## src/design/rtna_pkg.sv

```systemverilog
`default_nettype none

package rtna_pkg;

  // Fixed field widths
  localparam int ValueWidth       = 32;
  localparam int CharWidth        = 7;
  localparam int BaseWidth        = 6;
  localparam int DigitWidth       = 6;
  localparam int DefaultValueBits = 32;

  // Radix limits and reset value
  localparam logic [BaseWidth-1:0] BaseMin   = 6'd2;
  localparam logic [BaseWidth-1:0] BaseMax   = 6'd36;
  localparam logic [BaseWidth-1:0] BaseReset = 6'd16;

  // ASCII anchors
  localparam logic [CharWidth-1:0] AsciiZero   = 7'd48;
  localparam logic [CharWidth-1:0] AsciiLetter = 7'd55;  // 'A' - 10
  localparam logic [DigitWidth-1:0] DigitMax   = 6'd35;
  localparam logic [DigitWidth-1:0] DigitTen   = 6'd10;

  // Micro-program counter and step addresses
  localparam int UpcWidth = 4;
  typedef logic [UpcWidth-1:0] upc_t;

  localparam upc_t StepIdle   = 4'd0;
  localparam upc_t StepZChk   = 4'd1;
  localparam upc_t StepDInit  = 4'd2;
  localparam upc_t StepDStep  = 4'd3;
  localparam upc_t StepStore  = 4'd4;
  localparam upc_t StepOneChk = 4'd5;
  localparam upc_t StepPad    = 4'd6;
  localparam upc_t StepZPad   = 4'd7;
  localparam upc_t StepRdSet  = 4'd8;
  localparam upc_t StepRead   = 4'd9;
  localparam upc_t StepEmit   = 4'd10;
  localparam upc_t StepTest   = 4'd11;
  localparam upc_t StepEnd    = 4'd12;

  // Datapath actions
  typedef enum logic [3:0] {
    ActNop,
    ActLoad,
    ActDivInit,
    ActDivStep,
    ActStore,
    ActPad,
    ActRdInit,
    ActRead,
    ActEmit
  } action_e;

  // Jump conditions
  typedef enum logic [3:0] {
    CondNever,
    CondAlways,
    CondNoInput,
    CondQZero,
    CondQNonzero,
    CondDivBusy,
    CondMulti,
    CondOutBusy,
    CondMore
  } cond_e;

  typedef struct packed {
    action_e action;
    cond_e   cond;
    upc_t    target;
  } ucode_t;

  // Datapath flags seen by the sequencer
  typedef struct packed {
    logic in_valid;
    logic q_zero;
    logic div_busy;
    logic multi;
    logic out_busy;
    logic more;
  } status_t;

  // Control store
  function automatic ucode_t ucode_rom(input upc_t upc);
    ucode_t w;
    unique case (upc)
      StepIdle:   w = '{ActLoad,    CondNoInput,  StepIdle};
      StepZChk:   w = '{ActNop,     CondQZero,    StepZPad};
      StepDInit:  w = '{ActDivInit, CondNever,    StepIdle};
      StepDStep:  w = '{ActDivStep, CondDivBusy,  StepDStep};
      StepStore:  w = '{ActStore,   CondQNonzero, StepDInit};
      StepOneChk: w = '{ActNop,     CondMulti,    StepRdSet};
      StepPad:    w = '{ActPad,     CondAlways,   StepRdSet};
      StepZPad:   w = '{ActPad,     CondAlways,   StepPad};
      StepRdSet:  w = '{ActRdInit,  CondNever,    StepIdle};
      StepRead:   w = '{ActRead,    CondNever,    StepIdle};
      StepEmit:   w = '{ActEmit,    CondOutBusy,  StepEmit};
      StepTest:   w = '{ActNop,     CondMore,     StepRead};
      StepEnd:    w = '{ActNop,     CondAlways,   StepIdle};
      default:    w = '{ActNop,     CondAlways,   StepIdle};
    endcase
    return w;
  endfunction

  // Digit value to ASCII, '0'-'9' then 'A'-'Z'
  function automatic logic [CharWidth-1:0] to_ascii(input logic [DigitWidth-1:0] digit);
    logic [DigitWidth-1:0] d;
    d = (digit > DigitMax) ? DigitMax : digit;
    if (d < DigitTen) begin
      return AsciiZero + {1'b0, d};
    end
    return AsciiLetter + {1'b0, d};
  endfunction

endpackage

`default_nettype wire

```

## src/design/rtna_useq.sv

```systemverilog
`default_nettype none

module rtna_useq (
  input  wire                  clk_i,
  input  wire                  rst_ni,
  input  wire rtna_pkg::status_t status_i,
  output rtna_pkg::action_e    action_o
);
  import rtna_pkg::*;

  upc_t   upc_q, upc_d;
  ucode_t uword;
  logic   take;

  assign uword    = ucode_rom(upc_q);
  assign action_o = uword.action;

  // Jump condition select
  always_comb begin
    unique case (uword.cond)
      CondNever:    take = 1'b0;
      CondAlways:   take = 1'b1;
      CondNoInput:  take = !status_i.in_valid;
      CondQZero:    take = status_i.q_zero;
      CondQNonzero: take = !status_i.q_zero;
      CondDivBusy:  take = status_i.div_busy;
      CondMulti:    take = status_i.multi;
      CondOutBusy:  take = status_i.out_busy;
      CondMore:     take = status_i.more;
      default:      take = 1'b0;
    endcase
  end

  assign upc_d = take ? uword.target : upc_q + upc_t'(1);

  // Step counter
  always_ff @(posedge clk_i or negedge rst_ni) begin
    if (!rst_ni) begin
      upc_q <= StepIdle;
    end else begin
      upc_q <= upc_d;
    end
  end

endmodule

`default_nettype wire

```

## src/design/radix_number_to_ascii_top.sv

```systemverilog
`default_nettype none

// Channel  | Direction | Handshake               | Payload
// ---------+-----------+-------------------------+------------------------------
// in       | sink      | in_valid_i / in_stall_o | value_i[31:0]
// out      | source    | out_valid_o/ out_stall_i| character_o[6:0], last_char_o
// config   | sink      | number_base_we_i        | number_base_i[5:0]
//
// The bit-serial restoring divider (one quotient bit a cycle) computes the digits
// and dominates the time per item; a leading zero is padded in when only one
// digit is computed.
// Reset clears the sequencer, counters and output valid; radix resets to 16.
// A stalled output holds its character; the sequencer waits on that step.
// Input is taken only while the sequencer sits at its idle step.

module radix_number_to_ascii_top #(
  parameter int VALUE_BITS = rtna_pkg::DefaultValueBits
) (
  input  wire                              clk_i,
  input  wire                              rst_ni,
  input  wire                              number_base_we_i,
  input  wire  [rtna_pkg::BaseWidth-1:0]   number_base_i,
  input  wire                              in_valid_i,
  output logic                             in_stall_o,
  input  wire  [rtna_pkg::ValueWidth-1:0]  value_i,
  output logic                             out_valid_o,
  input  wire                              out_stall_i,
  output logic [rtna_pkg::CharWidth-1:0]   character_o,
  output logic                             last_char_o
);
  import rtna_pkg::*;

  localparam int CntW  = $clog2(VALUE_BITS + 1);
  localparam int AddrW = $clog2(VALUE_BITS);

  action_e action;
  status_t status;

  logic [BaseWidth-1:0]  base_q, base_d;
  logic [VALUE_BITS-1:0] quo_q, quo_d;
  logic [DigitWidth-1:0] rem_q, rem_d;
  logic [AddrW-1:0]      bit_q, bit_d;
  logic [CntW-1:0]       cnt_q, cnt_d;
  logic [AddrW-1:0]      idx_q, idx_d;
  logic                  done_q, done_d;
  logic [DigitWidth-1:0] rd_q;
  logic                  out_valid_q, out_valid_d;
  logic [CharWidth-1:0]  char_q, char_d;
  logic                  last_q, last_d;

  logic [DigitWidth-1:0] digit_mem [VALUE_BITS];

  logic [DigitWidth:0]   shifted;
  logic                  fits;
  logic [DigitWidth:0]   diff;
  logic                  out_xfer;
  logic                  out_busy;
  logic                  emit_go;
  logic                  wr_en;
  logic [DigitWidth-1:0] wr_data;

  // Sequencer
  rtna_useq u_useq (
    .clk_i    (clk_i),
    .rst_ni   (rst_ni),
    .status_i (status),
    .action_o (action)
  );

  // Radix register with saturation
  always_comb begin
    base_d = base_q;
    if (number_base_we_i) begin
      priority if (number_base_i < BaseMin) begin
        base_d = BaseMin;
      end else if (number_base_i > BaseMax) begin
        base_d = BaseMax;
      end else begin
        base_d = number_base_i;
      end
    end
  end

  // Restoring divide step
  assign shifted = {rem_q, quo_q[VALUE_BITS-1]};
  assign fits    = shifted >= {1'b0, base_q};
  assign diff    = shifted - {1'b0, base_q};

  // Output slot handshake
  assign out_xfer = out_valid_q && !out_stall_i;
  assign out_busy = out_valid_q && out_stall_i;
  assign emit_go  = (action == ActEmit) && !out_busy;

  assign in_stall_o = (action != ActLoad);

  // Datapath
  always_comb begin
    quo_d       = quo_q;
    rem_d       = rem_q;
    bit_d       = bit_q;
    cnt_d       = cnt_q;
    idx_d       = idx_q;
    done_d      = done_q;
    char_d      = char_q;
    last_d      = last_q;
    out_valid_d = out_valid_q && !out_xfer;
    wr_en       = 1'b0;
    wr_data     = rem_q;
    unique case (action)
      ActLoad: begin
        if (in_valid_i) begin
          quo_d = VALUE_BITS'(value_i);
          cnt_d = '0;
        end
      end
      ActDivInit: begin
        rem_d = '0;
        bit_d = '0;
      end
      ActDivStep: begin
        quo_d = {quo_q[VALUE_BITS-2:0], fits};
        rem_d = fits ? diff[DigitWidth-1:0] : shifted[DigitWidth-1:0];
        bit_d = bit_q + AddrW'(1);
      end
      ActStore: begin
        wr_en   = 1'b1;
        wr_data = rem_q;
        cnt_d   = cnt_q + CntW'(1);
      end
      ActPad: begin
        wr_en   = 1'b1;
        wr_data = '0;
        cnt_d   = cnt_q + CntW'(1);
      end
      ActRdInit: begin
        idx_d = AddrW'(cnt_q - CntW'(1));
      end
      ActEmit: begin
        if (emit_go) begin
          out_valid_d = 1'b1;
          char_d      = to_ascii(rd_q);
          last_d      = (idx_q == '0);
          done_d      = (idx_q == '0);
          idx_d       = idx_q - AddrW'(1);
        end
      end
      default: begin
      end
    endcase
  end

  // Flags for the sequencer
  assign status.in_valid = in_valid_i;
  assign status.q_zero   = (quo_q == '0);
  assign status.div_busy = (bit_q != AddrW'(VALUE_BITS - 1));
  assign status.multi    = (cnt_q >= CntW'(2));
  assign status.out_busy = out_busy;
  assign status.more     = !done_q;

  // Control registers
  always_ff @(posedge clk_i or negedge rst_ni) begin
    if (!rst_ni) begin
      base_q      <= BaseReset;
      quo_q       <= '0;
      cnt_q       <= '0;
      bit_q       <= '0;
      idx_q       <= '0;
      done_q      <= 1'b0;
      out_valid_q <= 1'b0;
    end else begin
      base_q      <= base_d;
      quo_q       <= quo_d;
      cnt_q       <= cnt_d;
      bit_q       <= bit_d;
      idx_q       <= idx_d;
      done_q      <= done_d;
      out_valid_q <= out_valid_d;
    end
  end

  // Payload registers
  always_ff @(posedge clk_i) begin
    rem_q  <= rem_d;
    char_q <= char_d;
    last_q <= last_d;
  end

  // Digit store, least significant digit at address zero
  always_ff @(posedge clk_i) begin
    if (wr_en) begin
      digit_mem[cnt_q[AddrW-1:0]] <= wr_data;
    end
  end

  always_ff @(posedge clk_i) begin
    if (action == ActRead) begin
      rd_q <= digit_mem[idx_q];
    end
  end

  assign out_valid_o = out_valid_q;
  assign character_o = char_q;
  assign last_char_o = last_q;

  // Checks
  a_cnt_range : assert property (@(posedge clk_i) disable iff (!rst_ni)
    cnt_q <= CntW'(VALUE_BITS))
    else $error("digit count past store depth");

  a_base_range : assert property (@(posedge clk_i) disable iff (!rst_ni)
    base_q >= BaseMin && base_q <= BaseMax)
    else $error("radix out of range");

  a_two_chars : assert property (@(posedge clk_i) disable iff (!rst_ni)
    action == ActRdInit |-> cnt_q >= CntW'(2))
    else $error("fewer than two characters queued");

  a_emit_idle_in : assert property (@(posedge clk_i) disable iff (!rst_ni)
    action == ActEmit |-> in_stall_o)
    else $error("input open while sending");

endmodule

`default_nettype wire
```

## config.mk

```make
export PLATFORM = sky130hd
export DESIGN_NAME = radix_number_to_ascii_top
export DESIGN_NICKNAME = d
export VERILOG_FILES = /design/src/design/rtna_pkg.sv /design/src/design/rtna_useq.sv /design/src/design/radix_number_to_ascii_top.sv
export SDC_FILE = /design/constraint.sdc
export NUM_CORES = 1
export LEC_CHECK = 0
export BUFFER_PORTS_ARGS = -buffer_cell sky130_fd_sc_hd__buf_2
export CORE_ASPECT_RATIO = 1.1
export CORE_MARGIN = 2
export CORE_UTILIZATION = 25
export DETAILED_ROUTE_END_ITERATION = 6
export PLACE_DENSITY = 0.46
export SLEW_MARGIN = 0
export SYNTH_ARGS = -nofsm -noshare
export SYNTH_HDL_FRONTEND = slang
export SYNTH_HIERARCHICAL = 1
export SYNTH_SLANG_ARGS = --single-unit
```

## constraint.sdc

```tcl
create_clock -name clk_i -period 3.64 [get_ports clk_i]
set_input_delay 0.182 -clock clk_i [delete_from_list [all_inputs] [get_ports clk_i]]
set_output_delay 0.182 -clock clk_i [all_outputs]
set_load 0.05 [all_outputs]
```

==> Word level (Yosys, flattened, before mapping) <==
Memories as Yosys holds them, arrays and structs flattened. A register that Yosys moved wholly into a read port is not among the register bits.
Index checks and enable logic that the tools add are counted.
{ "totals": {"regBits": 74, "ramBits": 192, "mem_bits_ro": 192, "input_bits": 43, "output_inout_bits": 10, "elab_cells": 93, "mem_count": 2} }
{ "mem_list": {"columns": ["name", "depth", "word_bits", "read_ports", "rd_ports_with_merged_regs", "write_ports", "line_no", "text"], "rows": [
  ["(name not given)", 16, 12, 1, 0, 0, "rtna_pkg.sv:86", "unique case (upc)"],
  ["digit_mem", 32, 6, 1, 1, 1, "radix_number_to_ascii_top.sv:51", "logic [DigitWidth-1:0] digit_mem [VALUE_BITS];"]
]} }
{ "op_classes": {"addsub": 8, "order_cmp": 6, "n_eq_ne": 20, "muxes": 25, "n_reduce_logical": 21} }
{ "op_table": {"columns": ["cell", "n"], "rows": [
  ["$pmux W32 S2", 1],
  ["$mux W6", 6],
  ["$eq A4 B3 Y1 const B", 8],
  ["$logic_not A32 Y1", 1],
  ["$mux W32", 1],
  ["$pmux W6 S2", 2],
  ["$pmux W5 S2", 2],
  ["$eq A4 B2 Y1 const B", 4],
  ["$add A6 B6 Y7 const A", 2],
  ["$mux W7", 2],
  ["$gt A6 B6 Y1 const B", 2],
  ["$sub A5 B1 Y5 const B", 2],
  ["$eq A4 B1 Y1 const B", 2],
  ["$eq A4 B4 Y1 const B", 2],
  ["$mux W1", 8],
  ["$pmux W1 S8", 1],
  ["$reduce_and A2 Y1", 4],
  ["$reduce_bool A2 Y1", 4],
  ["$ge A7 B6 Y1", 1],
  ["$add A6 B1 Y6 const B", 1],
  ["$ge A6 B2 Y1 const B", 1],
  ["$logic_not A1 Y1", 6],
  ["$lt A6 B2 Y1 const B", 1],
  ["$lt A6 B4 Y1 const B", 1],
  ["other kinds (11)", 15]
]} }

==> Depth between registers and ports, before layout <==
Gate-level depths: netlist of run 1.
{ "depth": {"word_depth": 7, "mapped_depth": 15, "ltp_nobuf": 13} }

==> Modules after synthesis <==
Netlist of run 1, hierarchy kept.
{ "modules_own_cells": {"columns": ["module", "instances", "cells_each", "area_per_inst_um2", "seq_area_each_um2"], "rows": [
  ["radix_number_to_ascii_top", 1, 810, 11478.5, 7768.7],
  ["rtna_useq", 1, 75, 616.8, 100.1]
]} }

==> Worst setup path after synthesis of run 1 <==
No wires, ideal clock.
{ "synth_path": {"path_type": "register to register", "from": "register u_useq.upc_q[0]", "to": "register idx_q[4]", "setup_ps": 99, "t_arrival_ps": 2749, "required_ps": 3541, "path_slack_ps": 792, "stages_incl_launch_ff": 16, "path_buffers": 2, "synth_period_minus_slack_ps": 2848, "path_cell_list": "dfrtp_1 inv_1 ha_1 nor2b_1 a211oi_1 a21oi_1 buf_2 nor4b_4 buf_2 nor2_1 a21oi_1 ha_1 a21oi_1 nor2_1 nor2_1 a311oi_1"} }
{ "synth_between": {"elab_chain_len": 5, "elab_cells_between_ends": 8, "classes_between": "eq/ne: 3; mux: 1; reduce/logical: 3; memory: 1"} }
{ "synth_rtl": {"columns": ["element", "line_no", "text"], "rows": [
  ["start, declared", "rtna_useq.sv:11", "upc_t upc_q, upc_d;"],
  ["start signal, assigned", "rtna_useq.sv:39", "upc_q <= StepIdle;"],
  ["start signal, assigned", "rtna_useq.sv:41", "upc_q <= upc_d;"],
  ["$mem_v2 Z16 W12 *", null, null],
  ["named net action[0]", "radix_number_to_ascii_top.sv:36", "action_e action;"],
  ["$eq A4 B4 Y1", "radix_number_to_ascii_top.sv:92, radix_number_to_ascii_top.sv:109", null],
  ["$logic_and A1 B1 Y1", "radix_number_to_ascii_top.sv:92", "assign emit_go = (action == ActEmit) && !out_busy;"],
  ["$ne A2 B2 Y1 (no source line)", null, null],
  ["$reduce_and A2 Y1 (no source line)", null, null],
  ["end signal, assigned", "radix_number_to_ascii_top.sv:175", "idx_q <= idx_d;"],
  ["end, declared", "radix_number_to_ascii_top.sv:44", "logic [AddrW-1:0] idx_q, idx_d;"]
]} }
The timed path passes the listed nets; every way through them passes the cells marked *.
A chain may end at the register's enable or synchronous reset.

==> Final worst setup path of run 1 <==
{ "layout_path": {"from": "register u_useq.upc_q[0]", "to": "output port in_stall_o"} }
{ "layout_between": {"elab_chain_len": 2} }
{ "layout_rtl": {"columns": ["element", "line_no", "text"], "rows": [
  ["$mem_v2 Z16 W12", null, null],
  ["named net action[0]", "radix_number_to_ascii_top.sv:36", null],
  ["$ne A4 B1 Y1", "radix_number_to_ascii_top.sv:94", "assign in_stall_o = (action != ActLoad);"],
  ["end, declared", "radix_number_to_ascii_top.sv:24", "output logic in_stall_o,"]
]} }
The timed path passes the listed nets, and every way through them passes these cells.

==> results.yml, run 1 <==
timing:
  setup_viol: 0
  slew_headroom: 0.392
  slew_viol_final: 0
  finalCritPeriodShare: 0.908
  worst_slew_pin_slew_ps: 913
  max_freq_mhz: 303
  finalClockSkew_ps: 27.2
  hold_violations: 0
  grt_setup_unrepaired: "false"
  setup-tns-final_ps: 0
  min_period_ps: 3300
power:
  powerDensity_nw_per_um2: 839
  vdd_drop_max_uv: 399
  total_leakage_power_nw: 5.44
outcome:
  outcome: "finished clean"
yosys:
  ys_top_cells_by_area: "edfxtp_1, dfrtp_1, mux2i_1"
  synth_edf_count: 212
  yosysTopAreaCell: "edfxtp_1"
  synth_seq_cells: 272
  syn_avg_cell_area_sq_um: 13.7
  synth_warnings: 6
  ys.flop_type: "edfxtp_1"
  async_flop_share: 0.221
  syn_nets: 949
  seq_area_frac_synth: 0.651
  netlist_instances: 885
  post_synth_num_cell_types: 75
  synth_area_sq_um: 12100
  synth_top_area_frac: 0.526
  synthTopCellsByCount: "edfxtp_1, nand2_1, nor2_1, dfrtp_1, mux2i_1"
  yosysMostFrequentCell: "edfxtp_1"
grt:
  grt_pass1_vias: 7708
  use_met2: 0.198
  gr-usage-met1: 0.149
  gr-max-usage-layer: "met2"
  overflow: 0
  grt_use_met3: 0.0176
  antenna_found_initial: 0
  grt_pass1_wl_microns: 44700
  grt_max_degree: 44
  grt_usage: 0.115
finish:
  drive_above_1_share: 0.181
  areaGrowthSynthToFinish_pct: 22.2
  diodes: 0
  fin_cells: 1679
  fin_area_sq_um: 14800
  nNetsFinal: 1074
setup_path:
  reg2reg_slack_ps: 430
  cp_max_fo: 7
  crit_slowest_cell: "nor4b_1"
  r2r_start: "u_useq/upc_q[3]"
  path_delay_family: "simple AND/OR/NAND/NOR gates"
  r2r_end: "digit_mem[28][0]"
  crit_type: "register to output port"
  r2r_cells: 5
  slowest_delay_ps: 530
  end_kind: "output port"
  cp_num_buf_inv: 3
  critPathArrivalTime_ps: 3120
  path_common_cell: "inv_1"
  path_cells: "inv_1, ha_1, nor2b_1, a211oi_1, a21oi_1, nor4b_1, inv_1, buf_2"
  startpoint_type: "register"
  crit_required_ps: 3460
routing:
  wl_microns: 28700
  post-route-drc-count: 0
  drtIter0Drc: 525
  wire_per_inst_microns: 17.1
  drtAntennaViolNets: 0
  vias: 7507
  drt_first_pass_iters: 5
  vias_per_cell: 4.47
place:
  hpwl_microns: 18800
  dp_cells: 1575
  numPortBuffers: 52
  dpl_cell_area_sq_um: 13200
  finalWeightedCongestion: 0.796
job:
  max-cap-violations: 0
floorplanning:
  num_rows: 84
  die_y_microns: 235
  core_area_sq_um: 47800
  dieArea_sq_um: 50200
  start_util: 0.253
  pin_count: 53
  die_w_microns: 214
hold_path:
  hp-start: "number_base_i[1]"
  hold_class: "primary input to register"
  holdPathEnd: "base_q[1]"
  whs_path_depth: 4
clock_tree:
  cts_resized: 0
  clk_latency_ps: 590
  cts_max_path_buffers: 3
  clock_sinks: 272
  cts_root_buffer: "clkbuf_16"
  ctsHtreeMaxLevel: 1
  cts_tree: "built"
  cts-buffers-inserted: 30
  clkTransAtPathRegs_ps: 70
==> where the power goes <==
part | total (mW) | internal [mW] | switching [mW]
Sequential | 4.74 | 4.24 | 0.504
Clock | 3.35 | 2.02 | 1.32
Combinational | 4.32 | 1.62 | 2.70
Total | 12.4 | 7.88 | 4.53
==> routing by layer <==
metal  up-vias  routed length (microns)
li1       3609                        -
met1      3728                    12600
met2       122                    14500
met3        48                      932
met4         0                      700
met5         -                        0
==> timing repair <==
| action | 4_1_cts | 5_1_grt |
|---|---|---|
| buffers inserted | 0 | 0 |
| hold endpoints to repair | 72 | 0 |
| hold buffers | 48 | 0 |
==> per-stage QoR <==
stage	util	worst slack, ps	power (mW)	hold WS [ps]
after CTS	0.309	304	12.6	0.128
after global routing	0.309	106	13.2	37.5
after global placement	0.276	518	9.14	375
after detailed placement	0.276	432	9.16	385
final	0.309	335	12.4	10.6
after floorplan	-	792	7.76	-114
==> cell type report <==
type	instances	area (sq um)
Clock buffer	30	751
Tap cell	645	807
Fill cell	4782	33000
Clock inverter	26	358
Timing Repair Buffer	134	996
Multi-Input combinational cell	548	3910
Inverter	24	90.1
Sequential cell	272	7870
==> sequential cells by signal (all words and copies together), names as in the netlist, 4 cells and up <==
register      flops
base_q            6
bit_q             5
character_o       7
cnt_q             6
digit_mem       192
idx_q             5
quo_q            32
rd_q              6
rem_q             6
u_useq/upc_q      4
==> placed cells by master, fill, tap and decap left out, types with 30 or more instances in the layout <==
| cell type | synthesis | final |
|---|---|---|
| dlygate4sd3_1 | 0 | 48 |
| mux2i_1 | 53 | 53 |
| dfrtp_1 | 59 | 58 |
| nand2_1 | 118 | 118 |
| buf_2 | 17 | 52 |
| clkbuf_16 | 0 | 30 |
| nor2_1 | 67 | 66 |
| edfxtp_1 | 212 | 212 |
| buf_4 | 6 | 34 |
| a22oi_1 | 44 | 44 |
==> worst max-delay path by stage <==
| stage | start | to | cells past startpoint |
|---|---|---|---|
| finish | u_useq/upc_q[0] | in_stall_o | 8 |
| CTS | u_useq/upc_q[0] | in_stall_o | 8 |
| global placement | u_useq/upc_q[3] | digit_mem[28][3] | 5 |
| global route | u_useq/upc_q[0] | in_stall_o | 8 |
| floorplan | u_useq/upc_q[0] | idx_q[4] | 15 |
| detailed placement | u_useq/upc_q[3] | digit_mem[28][3] | 5 |
==> cell families after synthesis <==
group / after synthesis / synth area share
muxes: 81 / 0.0932
buffers and inverters: 65 / 0.0275
DFF: 272 / 0.651
and+or+nand+nor: 289 / 0.114
AOI/OAI and AO/OA: 151 / 0.0875
adders and majority gates: 22 / 0.0232
xor gates and xnor gates: 5 / 0.00362
==> worst register-to-register path, cell delays in order (launching register included) <==
cell	delay, ps
dfrtp_1	560
nand2b_1	300
o22ai_1	540
nor3b_2	440
nand2_1	380
nor2_1	610
(Power assumes the default switching activity.)
==> run 2, diff against run 1 <==
- CORE_UTILIZATION: 25 -> 50
- PLACE_DENSITY: 0.46 -> 0.74
==> run 2 against run 1 <==
Power is 7.2% lower. Worst setup slack gained 200 ps. Via count rose by 3.1%. Global-route usage up 9.1 points. Wire length is 8.9% lower. Core utilization grew 29 points. Register-to-register slack better by 100 ps.
==> results.yml, run 2 (synthesized netlist as in run 1, its figures left out) <==
timing:
  finalClockSkew_ps: 19.5
  holdWs_ps: 36.6
  grt_setup_unrepaired: "false"
  min_period_ps: 3110
  max_freq_mhz: 322
  worst_slew_pin_slew_ps: 768
  setup-tns-final_ps: 0
  finalCritPeriodShare: 0.854
  setup_viol: 0
  slew_headroom: 0.488
  hold_violations: 0
  slew_viol_final: 0
setup_path:
  cp_max_fo: 12
  cp_num_buf_inv: 1
  startpoint_type: "register"
  crit_type: "register to register"
  end_kind: "register"
  r2r_cells: 6
  path_delay_family: "simple AND/OR/NAND/NOR gates"
  reg2reg_slack_ps: 530
  path_cells: "inv_1, ha_1, o22ai_1, nor3b_2, nand2_1, nor2_1"
  critPathArrivalTime_ps: 3260
  slowest_delay_ps: 600
  crit_required_ps: 3790
  r2r_start: "u_useq/upc_q[1]"
  crit_slowest_cell: "nor2_1"
  r2r_end: "digit_mem[31][0]"
clock_tree:
  cts_resized: 0
  cts_root_buffer: "clkbuf_16"
  cts-buffers-inserted: 27
  clock_sinks: 272
  cts_max_path_buffers: 3
  clkTransAtPathRegs_ps: 60
  cts_tree: "built"
  ctsHtreeMaxLevel: 1
  clk_latency_ps: 530
routing:
  wl_microns: 26200
  vias: 7743
  post-route-drc-count: 0
  wire_per_inst_microns: 19.6
  drtIter0Drc: 494
  drtAntennaViolNets: 0
  drt_first_pass_iters: 5
  vias_per_cell: 5.80
finish:
  areaGrowthSynthToFinish_pct: 16.6
  final_common_cell: "edfxtp_1"
  fin_cells: 1336
  diodes: 0
  nNetsFinal: 1076
  layout_common_cells: "edfxtp_1, nand2_1, nor2_1"
  drive_above_1_share: 0.165
  largest_register_ffs: 192
  fin_area_sq_um: 14100
floorplanning:
  core_area_sq_um: 23700
  num_rows: 59
  start_util: 0.510
  pin_count: 53
  die_w_microns: 152
  dieArea_sq_um: 25500
  die_y_microns: 167
grt:
  overflow: 0
  grt_usage: 0.207
  grt_pass1_wl_microns: 42000
  grt_pass1_vias: 7921
  grt_max_degree: 51
  antenna_found_initial: 0
job:
  max-cap-violations: 0
power:
  powerDensity_nw_per_um2: 816
  total_leakage_power_nw: 5.35
  vdd_drop_max_uv: 499
  finalPower_mw: 11.5
hold_path:
  hp-start: "number_base_i[1]"
  hold_class: "primary input to register"
  whs_path_depth: 4
  holdPathEnd: "base_q[1]"
place:
  hpwl_microns: 16800
  dp_cells: 1241
  finalWeightedCongestion: 0.830
  dpl_cell_area_sq_um: 12900
  numPortBuffers: 52
outcome:
  outcome: "finished clean"
run 2: changes by cell type in the layout (fill, tap and decap cells not counted), sizes merged:
cell and delta:
buf +6, clkbuf +5, clkinv +2, bufinv -6, inv -2, clkinvlp -7
dlygate4sd3 -1
run 2: what timing repair did:
action	in CTS	in global routing
hold buffers	47	0
buffers inserted	0	0
endpoints found under the hold margin	62	0
run 2: how the worst max path moves through the flow:
stage / start / to / depth (start not counted)
finish: u_useq/upc_q[1] / digit_mem[31][0] / 6
global route: u_useq/upc_q[1] / digit_mem[31][0] / 6
CTS: u_useq/upc_q[1] / digit_mem[31][0] / 6
detailed placement: u_useq/upc_q[1] / digit_mem[31][1] / 6
global placement: u_useq/upc_q[1] / digit_mem[30][3] / 6
floorplan: u_useq/upc_q[0] / idx_q[4] / 15
run 2: layout make-up:
| class | count | area (sq um) |
|---|---|---|
| timing repair buffer | 139 | 1070 |
| clock buffer | 35 | 706 |
| clock inverter | 13 | 80.1 |
| inverter | 24 | 90.1 |
| tap | 305 | 382 |
| fill | 1769 | 9590 |
| multi-input combinational | 548 | 3910 |
| sequential | 272 | 7870 |
run 2: layer usage:
metal	track usage	up-vias	routed length [microns]
met1	0.257	3823	10500
li1	-	3618	-
met4	0.0788	0	866
met5	0	-	0
met2	0.369	250	13300
met3	0.0282	52	1510
run 2: report_power, final:
group          leakage (nW)  switching [mW]  internal [mW]
clock network         0.384            1.09           1.42
registers              2.67           0.488           4.24
logic                  2.30            2.60           1.67
run 2: metrics by stage:
| stage | setup WS [ps] | utilization |
|---|---|---|
| 6_report | 531 | 0.595 |
| 5_1_grt | 237 | 0.595 |
| 4_1_cts | 488 | 0.595 |
| 3_5_place_dp | 536 | 0.542 |
| 3_3_place_gp | 603 | 0.542 |
| 2_1_floorplan | 792 | - |
run 2: worst register-to-register path: cells and delay by family, from the launching register on:
| kind | cells | cell delay (ps) |
|---|---|---|
| adders and majority gates | 1 | 250 |
| AOI/OAI and AO/OA | 1 | 150 |
| buffers and inverters | 1 | 200 |
| DFF | 1 | 570 |
| and+or+nand+nor | 3 | 1550 |
==> run 3, diff against run 2 <==
- CELL_PAD_IN_SITES_DETAIL_PLACEMENT: default -> 0
- CELL_PAD_IN_SITES_GLOBAL_PLACEMENT: default -> 2
- CORE_UTILIZATION: 50 -> 44
- PLACE_DENSITY: 0.74 -> 0.86
==> run 3 against run 2 <==
Die area increased by 13%. Non-clock buffer count is 3 lower. First-iteration DRC count increased by 15%. Worst setup slack gained 58 ps. Core utilization is 7.1 points lower. Critical path depth is 1 higher. Register-to-register slack improved by 70 ps. Combinational power shrank 1%. Cell count grew 3.5%. Clock skew is 11 ps lower. Flip-flop and latch count is the same. Final area up 0.51%. Critical endpoint is now in_stall_o.
==> results.yml, run 3 (synthesized netlist as in run 1, its figures left out) <==
setup_path:
  end_kind: "output port"
  crit_type: "register to output port"
  r2r_end: "idx_q[4]"
  r2r_cells: 12
  endpoint: "in_stall_o"
  cp_max_fo: 12
  startpoint: "u_useq/upc_q[1]"
  crit_required_ps: 3460
  critPathArrivalTime_ps: 2870
  startpoint_type: "register"
  r2r_start: "u_useq/upc_q[1]"
  reg2reg_slack_ps: 600
place:
  dp_cells: 1290
  finalWeightedCongestion: 0.766
  numPortBuffers: 52
  dp_slack_ps: 598
  hpwl_microns: 16700
power:
  finalPower_mw: 11.6
  powerDensity_nw_per_um2: 820
  total_leakage_power_nw: 5.35
  vdd_drop_max_uv: 427
floorplanning:
  pin_count: 53
  dieArea_sq_um: 28800
  die_y_microns: 178
  core_area_sq_um: 27000
  start_util: 0.447
  die_w_microns: 162
  num_rows: 63
finish:
  areaGrowthSynthToFinish_pct: 17.2
  drive_above_1_share: 0.170
  layout_common_cells: "edfxtp_1, nand2_1, nor2_1"
  multi_input_area_sq_um: 3910
  regArea_sq_um: 7870
  fin_cells: 1383
  fillers: 2296
  nNetsFinal: 1073
  diodes: 0
  final_common_cell: "edfxtp_1"
  largest_register_ffs: 192
grt:
  overflow: 0
  grt_max_degree: 41
  grt_pass1_wl_microns: 40300
  grt_usage: 0.179
  grt_pass1_vias: 7346
  antenna_found_initial: 0
clock_tree:
  post-cts-setup-buffers: 0
  clkTransAtPathRegs_ps: 60
  clock_sinks: 272
  clk_latency_ps: 530
  cts-buffers-inserted: 27
  cts_max_path_buffers: 3
  ctsHtreeMaxLevel: 1
  cts_tree: "built"
  cts_root_buffer: "clkbuf_16"
timing:
  hold_violations: 0
  min_period_ps: 3050
  setup_viol: 0
  worst_slew_pin_slew_ps: 749
  fin_ws_ps: 589
  max_freq_mhz: 328
  grt_setup_unrepaired: "false"
  setup-tns-final_ps: 0
  finalCritPeriodShare: 0.838
  slew_headroom: 0.499
  slew_viol_final: 0
  holdWs_ps: 28.1
  finalClockSkew_ps: 8.33
routing:
  vias_per_cell: 5.42
  wire_per_inst_microns: 18.5
  drtAntennaViolNets: 0
  drtIter0Drc: 566
  wl_microns: 25500
  drt_first_pass_iters: 5
  vias: 7499
  post-route-drc-count: 0
job:
  max-cap-violations: 0
outcome:
  outcome: "finished clean"
hold_path:
  hold_class: "primary input to async pin"
==> run 3: cell types whose count changed in the layout (fill, tap and decap cells not counted), sizes merged <==
cell / previous run / this run
buf: 92 / 89
clkbuf: 35 / 31
bufinv: 1 / 3
==> run 3: worst min-delay path by stage <==
stage | endpoint | cells after the start | startpoint
after global placement | quo_q[18] | 1 | rst_ni
after detailed placement | quo_q[18] | 1 | rst_ni
after CTS | quo_q[14] | 2 | rst_ni
final | quo_q[14] | 2 | rst_ni
after global routing | quo_q[24] | 2 | rst_ni
after floorplan | base_q[0] | 0 | rst_ni
==> run 3: per-stage QoR <==
stage	area [sq um]	utilization
finish	14200	0.524
global route	14200	0.524
detailed placement	12900	0.476
CTS	14200	0.524
global placement	12900	0.476
floorplan	12100	-
==> run 3: where the power goes <==
group	total, mW	internal [mW]	switching [mW]
Sequential	4.72	4.24	0.479
Combinational	4.22	1.63	2.59
Clock	2.69	1.56	1.13
Total	11.6	7.43	4.20
==> run 3: layout make-up <==
class	instances	area share
repair buffers	136	0.0720
multi-input cells	548	0.276
flip-flops and latches	272	0.555
clock inverters	15	0.0106
clock buffers	31	0.0487
inverters	24	0.00635
well taps	357	0.0315
==> run 3: repair_timing <==
action,in CTS,in global routing
endpoints found under the hold margin,98,0
hold buffers,47,0
resized for setup,0,0
==> run 3: critical path, stage by stage (launching register included) <==
cell and delay [ps]:
dfrtp_1 520, ha_1 380, nor2b_1 180, a211oi_1 70
a21oi_1 330, nor4b_1 510, inv_1 110, buf_2 230
==> run 3: metal layers <==
metal	track usage	share of wire
met5	0	0
met1	0.249	0.45
met3	0.0203	0.037
met4	0.0468	0.019
met2	0.303	0.49
